--- src/rtl/core/receive_tsn_window_tracker_top_defines.svh ---
// Assertion macros for the receive TSN window tracker.
// Used by modules that have clk_i and rst_ni in scope.
`ifndef RECEIVE_TSN_WINDOW_TRACKER_TOP_DEFINES_SVH
`define RECEIVE_TSN_WINDOW_TRACKER_TOP_DEFINES_SVH
`ifndef NO_ASSERTIONS
`define RTWT_ASSERT_IMP(lbl, a, c) \
  lbl: assert property (@(posedge clk_i) disable iff (!rst_ni) (a) |-> (c)) \
    else $error("rtwt: %s", "lbl");
`define RTWT_ASSERT_NXT(lbl, a, c) \
  lbl: assert property (@(posedge clk_i) disable iff (!rst_ni) (a) |=> (c)) \
    else $error("rtwt: %s", "lbl");
`else
`define RTWT_ASSERT_IMP(lbl, a, c)
`define RTWT_ASSERT_NXT(lbl, a, c)
`endif
`endif

--- src/rtl/core/rtwt_pkg.sv ---
// Shared constants, types and helpers of the receive TSN window tracker.
// No dependencies.
`timescale 1ns / 1ps
`default_nettype none
package rtwt_pkg;
  // window depth, power of two: slot index is the low TSN bits
  localparam int unsigned WINDOW_SLOTS = 64;
  localparam int unsigned IDX_W = $clog2(WINDOW_SLOTS);
  localparam int unsigned CNT_W = $clog2(WINDOW_SLOTS + 1);
  localparam int unsigned OFF_W = $clog2(WINDOW_SLOTS + 2);
  localparam int unsigned TSN_W = 32;
  localparam int unsigned CFG_W = 6;
  localparam int unsigned BLK_W = 7;
  localparam int unsigned MAX_ITEMS = 32;
  localparam logic [CFG_W-1:0] CFG_RESET = CFG_W'(32);

  localparam logic [1:0] FUNC_PUSH   = 2'd0;
  localparam logic [1:0] FUNC_REPORT = 2'd1;
  localparam logic [1:0] FUNC_RESET  = 2'd2;

  typedef struct packed {
    logic [TSN_W-1:0] tag;
    logic             begin_f;
    logic             end_f;
    logic             delivered;
  } rtwt_entry_t;

  localparam int unsigned ENTRY_W = $bits(rtwt_entry_t);

  typedef struct packed {
    logic             accepted;
    logic             packet_loss;
    logic             message_ready;
    logic [TSN_W-1:0] first_tsn;
    logic [TSN_W-1:0] last_tsn;
    logic [TSN_W-1:0] cumulative_tsn;
    logic             block_valid;
    logic [BLK_W-1:0] block_start;
    logic [BLK_W-1:0] block_end;
    logic             last;
  } rtwt_item_t;

  function automatic logic [IDX_W-1:0] idx_of(logic [TSN_W-1:0] t);
    return t[IDX_W-1:0];
  endfunction
endpackage
`default_nettype wire

--- src/rtl/core/rtwt_ram.sv ---
// Generic simple dual-port RAM, one write and one registered read port.
// No dependencies.
`timescale 1ns / 1ps
`default_nettype none
module rtwt_ram #(
  parameter int unsigned DATA_W = 8,
  parameter int unsigned DEPTH  = 16,
  parameter int unsigned ADDR_W = $clog2(DEPTH)
) (
  input  wire logic              clk_i,
  input  wire logic              we_i,
  input  wire logic [ADDR_W-1:0] waddr_i,
  input  wire logic [DATA_W-1:0] wdata_i,
  input  wire logic [ADDR_W-1:0] raddr_i,
  output logic      [DATA_W-1:0] rdata_o
);
  logic [DATA_W-1:0] mem [DEPTH];

  always_ff @(posedge clk_i) begin
    if (we_i) begin
      mem[waddr_i] <= wdata_i;
    end
    rdata_o <= mem[raddr_i];
  end
endmodule
`default_nettype wire

--- src/rtl/core/rtwt_engine.sv ---
// Sequencer of the TSN window: push, gap ack report and window reset.
// Depends on rtwt_pkg, rtwt_ram and the assertion header.
`timescale 1ns / 1ps
`default_nettype none
`include "receive_tsn_window_tracker_top_defines.svh"
module rtwt_engine (
  input  wire logic                     clk_i,
  input  wire logic                     rst_ni,
  input  wire logic                     in_valid_i,
  output logic                          in_stall_o,
  input  wire logic [1:0]               func_i,
  input  wire logic [rtwt_pkg::TSN_W-1:0] tsn_i,
  input  wire logic                     begin_flag_i,
  input  wire logic                     end_flag_i,
  input  wire logic [rtwt_pkg::CFG_W-1:0] lim_i,
  output logic                          out_valid_o,
  input  wire logic                     out_stall_i,
  output rtwt_pkg::rtwt_item_t          out_item_o
);
  localparam int unsigned W = rtwt_pkg::WINDOW_SLOTS;
  localparam int unsigned TW = rtwt_pkg::TSN_W;
  localparam int unsigned IW = rtwt_pkg::IDX_W;
  localparam int unsigned CW = rtwt_pkg::CNT_W;
  localparam int unsigned OW = rtwt_pkg::OFF_W;
  localparam int unsigned FW = rtwt_pkg::CFG_W;
  localparam int unsigned BW = rtwt_pkg::BLK_W;
  localparam int unsigned ENTRY_BITS = rtwt_pkg::ENTRY_W;

  typedef enum logic [3:0] {
    S_IDLE, S_ADV_RD, S_ADV_EV, S_LOSS, S_BK_RD, S_BK_EV, S_FW_RD, S_FW_EV,
    S_MK_RD, S_MK_WR, S_FR_RD, S_FR_EV, S_R_RD, S_R_EV, S_R_END, S_EMIT
  } state_e;

  state_e state_q, state_d, ret_q, ret_d;
  logic [TW-1:0] cum_q, cum_d, t_q, t_d, x_q, x_d;
  logic [TW-1:0] first_q, first_d, last_q, last_d, n_q, n_d;
  logic [CW-1:0] k_q, k_d;
  logic [IW-1:0] fr_q, fr_d;
  logic [OW-1:0] off_q, off_d, bs_q, bs_d, be_q, be_d, pbs_q, pbs_d, pbe_q, pbe_d;
  logic [FW-1:0] nb_q, nb_d;
  logic          open_q, open_d, pend_q, pend_d, loss_q, loss_d, rdy_q, rdy_d;
  logic [W-1:0]  valid_q, valid_d;
  rtwt_pkg::rtwt_item_t stg_q, stg_d, out_q, out_d;
  logic          out_valid_q, out_valid_d;

  logic                 ram_we;
  logic [IW-1:0]        ram_waddr, ram_raddr;
  rtwt_pkg::rtwt_entry_t ram_wdata, ram_rdata;
  logic [ENTRY_BITS-1:0] ram_rbits;

  rtwt_ram #(
    .DATA_W(ENTRY_BITS),
    .DEPTH (W)
  ) u_ram (
    .clk_i  (clk_i),
    .we_i   (ram_we),
    .waddr_i(ram_waddr),
    .wdata_i(ram_wdata),
    .raddr_i(ram_raddr),
    .rdata_o(ram_rbits)
  );
  assign ram_rdata = rtwt_pkg::rtwt_entry_t'(ram_rbits);

  function automatic rtwt_pkg::rtwt_item_t plain_item(logic [TW-1:0] cum);
    rtwt_pkg::rtwt_item_t it;
    it = '0;
    it.cumulative_tsn = cum;
    it.last = 1'b1;
    return it;
  endfunction

  function automatic rtwt_pkg::rtwt_item_t blk_item(logic [TW-1:0] cum, logic [OW-1:0] bs,
                                                    logic [OW-1:0] be, logic lst);
    rtwt_pkg::rtwt_item_t it;
    logic [TW-1:0] bs_x;
    logic [TW-1:0] be_x;
    it = '0;
    bs_x = TW'(bs);
    be_x = TW'(be);
    it.cumulative_tsn = cum;
    it.block_valid = 1'b1;
    it.block_start = bs_x[BW-1:0];
    it.block_end = be_x[BW-1:0];
    it.last = lst;
    return it;
  endfunction

  logic [TW-1:0] d_push, adv_t, rep_t, fr_age;
  logic [FW-1:0] lim;
  logic          k_full, live, rep_hit;

  always_comb begin
    d_push  = tsn_i - cum_q;
    adv_t   = cum_q + TW'(1);
    rep_t   = cum_q + TW'(off_q);
    fr_age  = cum_q - ram_rdata.tag;
    k_full  = (k_q == CW'(W));
    live    = valid_q[rtwt_pkg::idx_of(x_q)] && (ram_rdata.tag == x_q) && !ram_rdata.delivered;
    rep_hit = valid_q[rtwt_pkg::idx_of(rep_t)] && (ram_rdata.tag == rep_t);
    lim     = (lim_i > FW'(rtwt_pkg::MAX_ITEMS)) ? FW'(rtwt_pkg::MAX_ITEMS) : lim_i;
  end

  always_comb begin
    state_d = state_q; ret_d = ret_q;
    cum_d = cum_q; t_d = t_q; x_d = x_q; first_d = first_q; last_d = last_q; n_d = n_q;
    k_d = k_q; fr_d = fr_q; off_d = off_q; bs_d = bs_q; be_d = be_q;
    pbs_d = pbs_q; pbe_d = pbe_q; nb_d = nb_q; open_d = open_q; pend_d = pend_q;
    loss_d = loss_q; rdy_d = rdy_q; valid_d = valid_q; stg_d = stg_q;
    out_d = out_q;
    out_valid_d = out_valid_q && out_stall_i;
    ram_we = 1'b0;
    ram_waddr = rtwt_pkg::idx_of(tsn_i);
    ram_wdata.tag = tsn_i;
    ram_wdata.begin_f = begin_flag_i;
    ram_wdata.end_f = end_flag_i;
    ram_wdata.delivered = 1'b0;
    ram_raddr = rtwt_pkg::idx_of(x_q);

    case (state_q)
      S_IDLE: begin
        if (in_valid_i) begin
          ret_d = S_IDLE;
          stg_d = plain_item(cum_q);
          state_d = S_EMIT;
          case (func_i)
            rtwt_pkg::FUNC_PUSH: begin
              if (!(d_push == '0 || d_push > TW'(W) || valid_q[rtwt_pkg::idx_of(tsn_i)])) begin
                ram_we = 1'b1;
                valid_d[rtwt_pkg::idx_of(tsn_i)] = 1'b1;
                t_d = tsn_i;
                k_d = '0;
                state_d = S_ADV_RD;
              end
            end
            rtwt_pkg::FUNC_REPORT: begin
              off_d = OW'(1);
              nb_d = '0;
              open_d = 1'b0;
              pend_d = 1'b0;
              state_d = S_R_RD;
            end
            rtwt_pkg::FUNC_RESET: begin
              valid_d = '0;
              cum_d = '1;
              stg_d = plain_item('1);
            end
            default: ;
          endcase
        end
      end
      // cumulative point walks over the stored contiguous run
      S_ADV_RD: begin
        ram_raddr = rtwt_pkg::idx_of(adv_t);
        if (k_full || !valid_q[rtwt_pkg::idx_of(adv_t)]) begin
          state_d = S_LOSS;
        end else begin
          state_d = S_ADV_EV;
        end
      end
      S_ADV_EV: begin
        if (ram_rdata.tag == adv_t) begin
          cum_d = adv_t;
          k_d = k_q + CW'(1);
          state_d = S_ADV_RD;
        end else begin
          state_d = S_LOSS;
        end
      end
      S_LOSS: begin
        x_d = t_q - cum_q;
        loss_d = (x_d != '0) && !x_d[TW-1];
        x_d = t_q;
        k_d = '0;
        rdy_d = 1'b0;
        first_d = '0;
        last_d = '0;
        state_d = S_BK_RD;
      end
      S_BK_RD: begin
        if (k_full) begin
          fr_d = '0;
          state_d = S_FR_RD;
        end else begin
          state_d = S_BK_EV;
        end
      end
      S_BK_EV: begin
        if (!live) begin
          fr_d = '0;
          state_d = S_FR_RD;
        end else if (ram_rdata.begin_f) begin
          first_d = x_q;
          x_d = t_q;
          k_d = '0;
          state_d = S_FW_RD;
        end else begin
          x_d = x_q - TW'(1);
          k_d = k_q + CW'(1);
          state_d = S_BK_RD;
        end
      end
      S_FW_RD: begin
        if (k_full) begin
          first_d = '0;
          fr_d = '0;
          state_d = S_FR_RD;
        end else begin
          state_d = S_FW_EV;
        end
      end
      S_FW_EV: begin
        if (!live) begin
          first_d = '0;
          fr_d = '0;
          state_d = S_FR_RD;
        end else if (ram_rdata.end_f) begin
          last_d = x_q;
          n_d = x_q - first_q + TW'(1);
          x_d = first_q;
          k_d = '0;
          rdy_d = 1'b1;
          state_d = S_MK_RD;
        end else begin
          x_d = x_q + TW'(1);
          k_d = k_q + CW'(1);
          state_d = S_FW_RD;
        end
      end
      S_MK_RD: begin
        if (k_full || TW'(k_q) >= n_q) begin
          fr_d = '0;
          state_d = S_FR_RD;
        end else begin
          state_d = S_MK_WR;
        end
      end
      S_MK_WR: begin
        ram_we = 1'b1;
        ram_waddr = rtwt_pkg::idx_of(x_q);
        ram_wdata = ram_rdata;
        ram_wdata.delivered = 1'b1;
        x_d = x_q + TW'(1);
        k_d = k_q + CW'(1);
        state_d = S_MK_RD;
      end
      // free delivered slots at or below the cumulative point
      S_FR_RD: begin
        ram_raddr = fr_q;
        if (valid_q[fr_q]) begin
          state_d = S_FR_EV;
        end else if (fr_q == IW'(W - 1)) begin
          stg_d = plain_item(cum_q);
          stg_d.accepted = 1'b1;
          stg_d.packet_loss = loss_q;
          stg_d.message_ready = rdy_q;
          stg_d.first_tsn = first_q;
          stg_d.last_tsn = last_q;
          ret_d = S_IDLE;
          state_d = S_EMIT;
        end else begin
          fr_d = fr_q + IW'(1);
        end
      end
      S_FR_EV: begin
        if (ram_rdata.delivered && !fr_age[TW-1]) begin
          valid_d[fr_q] = 1'b0;
        end
        if (fr_q == IW'(W - 1)) begin
          stg_d = plain_item(cum_q);
          stg_d.accepted = 1'b1;
          stg_d.packet_loss = loss_q;
          stg_d.message_ready = rdy_q;
          stg_d.first_tsn = first_q;
          stg_d.last_tsn = last_q;
          ret_d = S_IDLE;
          state_d = S_EMIT;
        end else begin
          fr_d = fr_q + IW'(1);
          state_d = S_FR_RD;
        end
      end
      // gap ack walk; one block held back so the final one can carry last
      S_R_RD: begin
        ram_raddr = rtwt_pkg::idx_of(rep_t);
        if (off_q > OW'(W)) begin
          state_d = S_R_END;
        end else begin
          state_d = S_R_EV;
        end
      end
      S_R_EV: begin
        off_d = off_q + OW'(1);
        state_d = S_R_RD;
        if (rep_hit) begin
          if (open_q) begin
            be_d = off_q;
          end else if (nb_q >= lim) begin
            off_d = off_q;
            state_d = S_R_END;
          end else begin
            open_d = 1'b1;
            bs_d = off_q;
            be_d = off_q;
          end
        end else if (open_q) begin
          nb_d = nb_q + FW'(1);
          open_d = 1'b0;
          pend_d = 1'b1;
          pbs_d = bs_q;
          pbe_d = be_q;
          if (pend_q) begin
            stg_d = blk_item(cum_q, pbs_q, pbe_q, 1'b0);
            ret_d = S_R_RD;
            state_d = S_EMIT;
          end
        end
      end
      S_R_END: begin
        if (open_q) begin
          nb_d = nb_q + FW'(1);
          open_d = 1'b0;
          pend_d = 1'b1;
          pbs_d = bs_q;
          pbe_d = be_q;
          if (pend_q) begin
            stg_d = blk_item(cum_q, pbs_q, pbe_q, 1'b0);
            ret_d = S_R_END;
            state_d = S_EMIT;
          end
        end else begin
          stg_d = pend_q ? blk_item(cum_q, pbs_q, pbe_q, 1'b1) : plain_item(cum_q);
          ret_d = S_IDLE;
          state_d = S_EMIT;
        end
      end
      S_EMIT: begin
        if (!out_valid_q || !out_stall_i) begin
          out_d = stg_q;
          out_valid_d = 1'b1;
          state_d = ret_q;
        end
      end
      default: state_d = S_IDLE;
    endcase
  end

  always_ff @(posedge clk_i or negedge rst_ni) begin
    if (!rst_ni) begin
      state_q <= S_IDLE;
      ret_q <= S_IDLE;
      cum_q <= '1;
      valid_q <= '0;
      out_valid_q <= 1'b0;
      k_q <= '0;
    end else begin
      state_q <= state_d;
      ret_q <= ret_d;
      cum_q <= cum_d;
      valid_q <= valid_d;
      out_valid_q <= out_valid_d;
      k_q <= k_d;
    end
  end

  always_ff @(posedge clk_i) begin
    t_q <= t_d; x_q <= x_d; first_q <= first_d; last_q <= last_d; n_q <= n_d;
    fr_q <= fr_d; off_q <= off_d; bs_q <= bs_d; be_q <= be_d;
    pbs_q <= pbs_d; pbe_q <= pbe_d; nb_q <= nb_d; open_q <= open_d;
    pend_q <= pend_d; loss_q <= loss_d; rdy_q <= rdy_d; stg_q <= stg_d; out_q <= out_d;
  end

  assign in_stall_o = (state_q != S_IDLE);
  assign out_valid_o = out_valid_q;
  assign out_item_o = out_q;

  `RTWT_ASSERT_NXT(a_accept_leaves_idle, in_valid_i && !in_stall_o, state_q != S_IDLE)
  `RTWT_ASSERT_IMP(a_ram_write_src, ram_we, state_q == S_IDLE || state_q == S_MK_WR)
  `RTWT_ASSERT_NXT(a_emit_loads, state_q == S_EMIT && (!out_valid_q || !out_stall_i),
                   out_valid_q && out_q == $past(stg_q))
  `RTWT_ASSERT_IMP(a_walk_bound, 1'b1, k_q <= CW'(W))
endmodule
`default_nettype wire

--- src/rtl/core/receive_tsn_window_tracker_top.sv ---
// Top level of the receive TSN window tracker: config register and port breakout.
// Depends on rtwt_pkg and rtwt_engine.
`timescale 1ns / 1ps
`default_nettype none
// Receive TSN window over 64 slots kept in one RAM with a registered read port; most
// slot visits are a read state followed by an evaluate state. A rejected push only loads
// the output. An accepted push advances the cumulative TSN, walks back and forward through
// the message run, marks a complete message's slots delivered, then runs a freeing sweep
// over all 64 slots and loads the output. A report walks the window offsets and emits one
// item per gap block, or a plain item if there is none. A reset clears the window and, like
// an unused code, loads a plain result. One item is in work at a time; in_stall_o is high
// until its last result is loaded into the output register.
module receive_tsn_window_tracker_top (
  input  wire logic                       clk_i,
  input  wire logic                       rst_ni,
  input  wire logic                       in_valid_i,
  output logic                            in_stall_o,
  input  wire logic [1:0]                 func_i,
  input  wire logic [rtwt_pkg::TSN_W-1:0] tsn_i,
  input  wire logic                       begin_flag_i,
  input  wire logic                       end_flag_i,
  output logic                            out_valid_o,
  input  wire logic                       out_stall_i,
  output logic                            accepted_o,
  output logic                            packet_loss_o,
  output logic                            message_ready_o,
  output logic [rtwt_pkg::TSN_W-1:0]      first_tsn_o,
  output logic [rtwt_pkg::TSN_W-1:0]      last_tsn_o,
  output logic [rtwt_pkg::TSN_W-1:0]      cumulative_tsn_o,
  output logic                            block_valid_o,
  output logic [rtwt_pkg::BLK_W-1:0]      block_start_o,
  output logic [rtwt_pkg::BLK_W-1:0]      block_end_o,
  output logic                            last_o,
  input  wire logic                       cfg_valid_i,
  output logic                            cfg_ready_o,
  input  wire logic [rtwt_pkg::CFG_W-1:0] cfg_data_i
);
  logic [rtwt_pkg::CFG_W-1:0] max_blocks_q, max_blocks_d;
  rtwt_pkg::rtwt_item_t item;

  assign cfg_ready_o = 1'b1;
  assign max_blocks_d = (cfg_valid_i && cfg_ready_o) ? cfg_data_i : max_blocks_q;

  always_ff @(posedge clk_i or negedge rst_ni) begin
    if (!rst_ni) begin
      max_blocks_q <= rtwt_pkg::CFG_RESET;
    end else begin
      max_blocks_q <= max_blocks_d;
    end
  end

  rtwt_engine u_engine (
    .clk_i       (clk_i),
    .rst_ni      (rst_ni),
    .in_valid_i  (in_valid_i),
    .in_stall_o  (in_stall_o),
    .func_i      (func_i),
    .tsn_i       (tsn_i),
    .begin_flag_i(begin_flag_i),
    .end_flag_i  (end_flag_i),
    .lim_i       (max_blocks_q),
    .out_valid_o (out_valid_o),
    .out_stall_i (out_stall_i),
    .out_item_o  (item)
  );

  assign accepted_o       = item.accepted;
  assign packet_loss_o    = item.packet_loss;
  assign message_ready_o  = item.message_ready;
  assign first_tsn_o      = item.first_tsn;
  assign last_tsn_o       = item.last_tsn;
  assign cumulative_tsn_o = item.cumulative_tsn;
  assign block_valid_o    = item.block_valid;
  assign block_start_o    = item.block_start;
  assign block_end_o      = item.block_end;
  assign last_o           = item.last;
endmodule
`default_nettype wire

--- config.mk ---
export PLATFORM = sky130hd
export DESIGN_NAME = receive_tsn_window_tracker_top
export DESIGN_NICKNAME = d
export VERILOG_FILES = /design/src/rtl/core/rtwt_pkg.sv /design/src/rtl/core/rtwt_ram.sv /design/src/rtl/core/rtwt_engine.sv /design/src/rtl/core/receive_tsn_window_tracker_top.sv
export VERILOG_INCLUDE_DIRS = /design/src /design/src/rtl/core
export SDC_FILE = /design/constraint.sdc
export NUM_CORES = 2
export LEC_CHECK = 0
export BUFFER_PORTS_ARGS = -buffer_cell sky130_fd_sc_hd__buf_2
export CORE_AREA = 2 2 586 705
export DETAILED_ROUTE_END_ITERATION = 10
export DIE_AREA = 0 0 588 707
export PLACE_DENSITY_LB_ADDON = 0.2
export REMOVE_ABC_BUFFERS = 1
export SKIP_CTS_REPAIR_TIMING = 1
export SYNTH_ARGS = -nofsm -noshare
export SYNTH_HDL_FRONTEND = slang
export SYNTH_HIERARCHICAL = 1
export SYNTH_SLANG_ARGS = --single-unit
--- constraint.sdc ---
create_clock -name clk_i -period 19.3 [get_ports clk_i]
set_clock_uncertainty 0.2 [all_clocks]
set_input_delay 1.93 -clock clk_i [delete_from_list [all_inputs] [get_ports clk_i]]
set_output_delay 1.93 -clock clk_i [all_outputs]
set_load 0.03 [all_outputs]
* After elaboration in Yosys (flattened, before gate mapping) *
Memories as Yosys holds them, arrays and structs flattened. A register that Yosys moved wholly into a read port is not among the register bits.
Cells that the tools add are included.

storage, ports and cells
  register bits after elaboration = 559
  bits in writable memories = 2,240
  input bits = 47
  output and inout port bits = 118
  word-level logic and storage cells = 318
  memories = 1

memory list
  name                words  width  rd ports  clocked after Yosys merged registers in  write ports  RTL line        text
  u_engine.u_ram.mem  64     35     1         1                                        1            rtwt_ram.sv:17  logic [DATA_W-1:0] mem [DEPTH];

cells by class
  add/subtract/negate cells = 13
  magnitude comparators = 12
  eq/ne operators = 49
  mux-type cells = 138
  bitwise logic cells = 6
  reduce and logical (&&, ||, !) cells = 56

operators by type and width
  cell                   count
  $mux 115               7
  $pmux 115 s5           1
  $mux 32                13
  $pmux 32 s4            2
  $pmux 64 s2            2
  $mux 64                3
  $mux 7                 19
  $pmux 32 s2            2
  $sub 32x32->32         4
  $add 32x1->32 const B  3
  $eq 32x32->1           3
  $mux 4                 23
  $mux 6                 11
  $and 64x64->64         1
  $not 64->64            1
  $or 64x64->64          1
  $pmux 4 s16            1
  $mux 48                1
  $pmux 7 s2             3
  $pmux 7 s6             1
  $pmux 6 s3             2
  $lt 6x7->1 const B     5
  $mux 35                1
  $add 32x7->32          1
  other kinds (52)       163

* Longest topological paths before layout *
  depth after elaboration = 10
  mapped depth = 19
  gate-level depth less buffers = 18

* Modules after synthesis *
Netlist, hierarchy kept.

modules (own cells, without submodules)
  module                          instances  cells each  area each (µm²)  sequential area each (µm²)
  rtwt_ram                        1          3,846       86,261.5         67,965.2
  rtwt_engine                     1          3,550       35,804.3         16,035.4
  receive_tsn_window_tracker_top  1          15          264.0            151.4

* Worst setup path after synthesis *
OpenSTA, ideal clock, no wires.

  kind = flip-flop to flip-flop
  from = reg u_engine.off_q[0]
  to = reg u_engine.ret_q[2]
  arrival time = 9.486 ns
  path slack = 9.520 ns
  cell stages (with the launch flop) = 14
  path buffers = 2
  clock period less this slack = 9.780 ns
  cells stage by stage = edfxtp_1 -> ha_1 -> clkbuf_1 -> clkbuf_1 -> mux4_2 -> mux4_2 -> mux2i_1 -> mux2i_1 -> nand3_1 -> nor4_2 -> nand2b_1 -> a21oi_1 -> a21oi_1 -> nor2_1

between the ends
  word-level cells in the longest chain between the ends = 6
  elaborated cells between the ends (all ways) = 7
  those cells by class = add/sub (1); eq/ne (2); mux (2); reduce/logical (2)

RTL lines
  item                                 RTL line            text
  from (decl)                          rtwt_engine.sv:39   logic [OW-1:0] off_q, off_d, bs_q, bs_d, be_q, be_d, pbs_q, pbs_d, pbe_q, pbe_d;
  from (signal assigned)               rtwt_engine.sv:367  fr_q <= fr_d; off_q <= off_d; bs_q <= bs_d; be_q <= be_d;
  $add 32x7->32 *                      rtwt_engine.sv:95   rep_t = cum_q + TW'(off_q);
  $bmux 1 s6                           rtwt_engine.sv:99   rep_hit = valid_q[rtwt_pkg::idx_of(rep_t)] && (ram_rdata.tag == rep_t);
  $mux 1 (not written as such)         rtwt_engine.sv:99
  $logic_and 1x1->1 *                  rtwt_engine.sv:99
  $ne 2x2->1 (no source line) *        -
  $reduce_and 7->1 (no source line) *  -
  to (signal assigned)                 rtwt_engine.sv:357  ret_q <= ret_d;
  to (decl)                            rtwt_engine.sv:34   state_e state_q, state_d, ret_q, ret_d;

Every way passes the cells marked *; elsewhere a longest branch is shown, timed or not. The select of a mux whose other input is x is not followed.
A chain may end at the register's enable or synchronous reset.

* Worst setup path after layout *
  from = in tsn_i[2] (netlist name)
  to = mem u_engine/u_ram/mem[37][7] (netlist name) (enable)

between the ends
  word-level cells in the longest chain between the ends = 10
  elaborated cells between the ends (all ways) = 14
  those cells by class = add/sub (1); order compare (1); mux (9); reduce/logical (3)

RTL lines
  item                                                    RTL line                              text
  from (decl)                                             receive_tsn_window_tracker_top.sv:19  input wire logic [rtwt_pkg::TSN_W-1:0] tsn_i,
  $sub 32x32->32                                          rtwt_engine.sv:93                     d_push = tsn_i - cum_q;
  $gt 32x7->1 / $logic_not 32->1 (equally long branches)  rtwt_engine.sv:127                    if (!(d_push == '0 || d_push > TW'(W) || valid_q[rtwt_pkg::idx_of(tsn_i)])) begin
  $logic_or 1x1->1                                        rtwt_engine.sv:127
  $logic_or 1x1->1 *                                      rtwt_engine.sv:127
  $mux 1 *                                                rtwt_engine.sv:127
  $mux 1 *                                                rtwt_engine.sv:125                    case (func_i)
  $mux 1 *                                                rtwt_engine.sv:121                    if (in_valid_i) begin
  $pmux 1 s2 *                                            rtwt_engine.sv:119                    case (state_q)
  via u_engine.ram_we                                     rtwt_engine.sv:46                     logic ram_we;
  $mux 1 *                                                rtwt_ram.sv:20                        if (we_i) begin
  $mux 1 (not written as such) *                          rtwt_ram.sv:21                        mem[waddr_i] <= wdata_i;
  to (decl)                                               rtwt_ram.sv:17

The timed path passes the listed nets; every way through them passes the cells marked *. The select of a mux whose other input is x is not followed.

==> reports/results.ini <==
[grt]
grt_pass1_vias = 71380
overflow = 0
grt_max_degree = 118
grtUsageTotal_pct = 19.43
grt_pass1_wl_mm = 575.4
antenna_found_initial = 32

[cts]
clk_latency_ps = 940
path_clk_slew_ps = 60
cts_made_buffers = 317
cts_tree = yes
clock_sinks = 2832
root_buffer = clkbuf_16
clock_path_buffers = 4
cts_htree_levels = 5

[final_layout]
seqCellArea_um2 = 84150
layout_commonest_cell = edfxtp_1
most-common-layout-cells = 2681 x edfxtp_1, 561 x mux4_2, 368 x nand2_1
finalNetCount = 7892
fillCellCount = 39120
multi_input_area_um2 = 36590
syn_to_final_growth_pct = 14.87
drive_gt1_share_pct = 20.90

[sta]
drv_slew = 0
fin_ws_ps = 10340
rsz0062_at_grt = no
hold_violations = 0
setup_viol = 0
fmax_mhz = 111.6
timing.hold.ws_ps = 208.4
min_period_over_period_pct = 46.42
fin_crit_ps = 8960
relSlewSlack_pct = 2.690
max_slew.worst_pin.slew_ps = 1457

[synth]
synth.yosys.seq_area_share_pct = 68.79
netlist_area_um2 = 122300
synth_area_per_cell_um2 = 16.51
yosysWarnings = 6
ys_ff_latch = 2832
syn_inst = 7411
ys_types = 101
synth-edff-count = 2681
ys.flop_type = edfxtp_1
synthArstFlopShare_pct = 4.096

[critical_path]
critPathLaunchType = primary input
worstSetupPathType = in -> reg
startpoint = tsn_i[2]
required_ps = 19610
end_kind = flop
rr_startpoint = u_engine/cum_q[0]
worstPathArrival_ps = 9270
path_max_fanout = 35

[drt]
drt-initial-drc-count = 8115
wl_per_cell_um = 30.94
dr.pass1.iters = 6
vias_per_cell = 5.365
via_count = 71800
finalWirelength_mm = 414.1
drc = 0
final_antenna_net_count = 0

[placement]
hpwlAfterDp_mm = 270.9
post-place-ws_ps = 9508
io_buffers = 163
routabilityCongestion = 0.9422

[floorplan]
io_pins = 165
initial_core_util_pct = 29.89
dieArea_um2 = 415700
fp.dieH_um = 707
fp-row-count = 258
coreArea_um2 = 409300
fp.dieW_um = 588

[power]
power.density_nw_per_um2 = 173.3
p_total_mw = 24.35
vdd_ir_drop_max_v = 0.0001843
leakage_nw = 45.84

[status]
status = finished clean

[hold_path]
hp-start = u_engine/bs_q[6]
hold_path.class = reg -> reg

[run]
cap_violations = 0

-- layout make-up --
class / count / area share, %
sequential: 2832 / 59.88
multi-input combinational: 3978 / 26.04
clock buffer: 419 / 6.082
tap: 5460 / 4.861
timing repair buffer: 371 / 1.767
clock inverter: 153 / 0.9251
inverter: 159 / 0.4247
antenna: 11 / 0.01959
-- synthesized netlist by cell type (all sizes together) (74+ instances only) --
cell	n	area, µm²
o22ai	113	706.9
clkbuf	275	1032
inv	155	581.8
nand2	376	1414
buf	167	1062
nor3	80	400.4
nor2	382	1434
a31oi	91	569.3
dfrtp	83	2077
a21oi	225	1130
o21ai	260	1305
ha	183	2290
mux4	561	12630
a22oi	74	555.5
mux2i	210	2102
xor2	79	691.9
mux2	77	889.6
and3	153	962.2
nand3	133	665.6
nand4	103	650.6
xnor2	126	1122
edfxtp	2681	80510
-- critical path: stages --
cell	delay (ps)
buf_2	590
ha_1	390
o21a_1	200
o31ai_1	70
a21oi_1	270
a2111oi_0	1110
o31a_1	300
o21ai_0	120
xnor2_1	230
nand4_1	160
nor3_1	400
nand4_1	280
o21ai_1	960
nand2_1	330
or3_1	710
nor2_4	1130
-- per-stage QoR --
step	setup TNS (ps)	std cells	area (µm²)	utilization [%]
4_1_cts	0	13370	140500	34.32
2_1_floorplan	-1368720	6969	120200	-
6_report	0	13380	140500	34.33
5_1_grt	0	13370	140500	34.33
3_3_place_gp	0	12800	130700	31.92
3_5_place_dp	0	12800	130700	31.92
-- metal layers --
metal | track usage (%) | share of wire (%) | up-vias
met5 | 0 | 0.0065 | -
met4 | 7.252 | 4.3 | 4
met3 | 2.709 | 5.8 | 591
met2 | 32.73 | 49 | 2781
met1 | 25.41 | 41 | 38070
li1 | - | - | 30360
-- report_power, final --
part	total (mW)	internal, mW	leakage, nW	switching, mW
clock network	5.82	3.34	4.79	2.48
registers	8.10	7.55	26.0	0.551
logic	10.4	3.57	15.1	6.86
total	24.4	14.5	45.8	9.89
-- cells by family after synthesis --
| kind of cell | share of synthesized area (%) |
|---|---|
| and+or+nand+nor | 6.132 |
| muxes | 12.77 |
| AOI/OAI and AO/OA | 6.696 |
| buffers and inverters | 2.200 |
| other | 0.003065 |
| DFF | 68.79 |
| adders and majority gates | 1.921 |
| xor gates and xnor gates | 1.483 |
-- path summary, 6_finish.rpt --
kind	endpoint	slack, ps	cells after the start
max in group asynchronous	u_engine/k_q[5]	16830	2
setup reg to reg	u_engine/u_ram/mem[37][7]	10870	15
hold / removal	u_engine/pbs_q[6]	210	0
setup / recovery	u_engine/u_ram/mem[37][7]	10340	16
min in group asynchronous	u_engine/valid_q[15]	840	1
hold reg to reg	u_engine/pbs_q[6]	210	0
-- registers in the layout (all words and copies together), names as in the netlist, 6 cells and up --
register	cells
u_engine/u_ram/mem	2240
u_engine/out_item_o	115
u_engine/stg_q	115
u_engine/valid_q	64
u_engine/u_ram/rdata_o	35
u_engine/cum_q	32
u_engine/first_q	32
u_engine/last_q	32
u_engine/n_q	32
u_engine/t_q	32
u_engine/x_q	32
u_engine/be_q	7
u_engine/bs_q	7
u_engine/k_q	7
u_engine/off_q	7
u_engine/pbe_q	7
u_engine/pbs_q	7
max_blocks_q	6
u_engine/fr_q	6
u_engine/nb_q	6
Power figures use the tool's default switching activity.
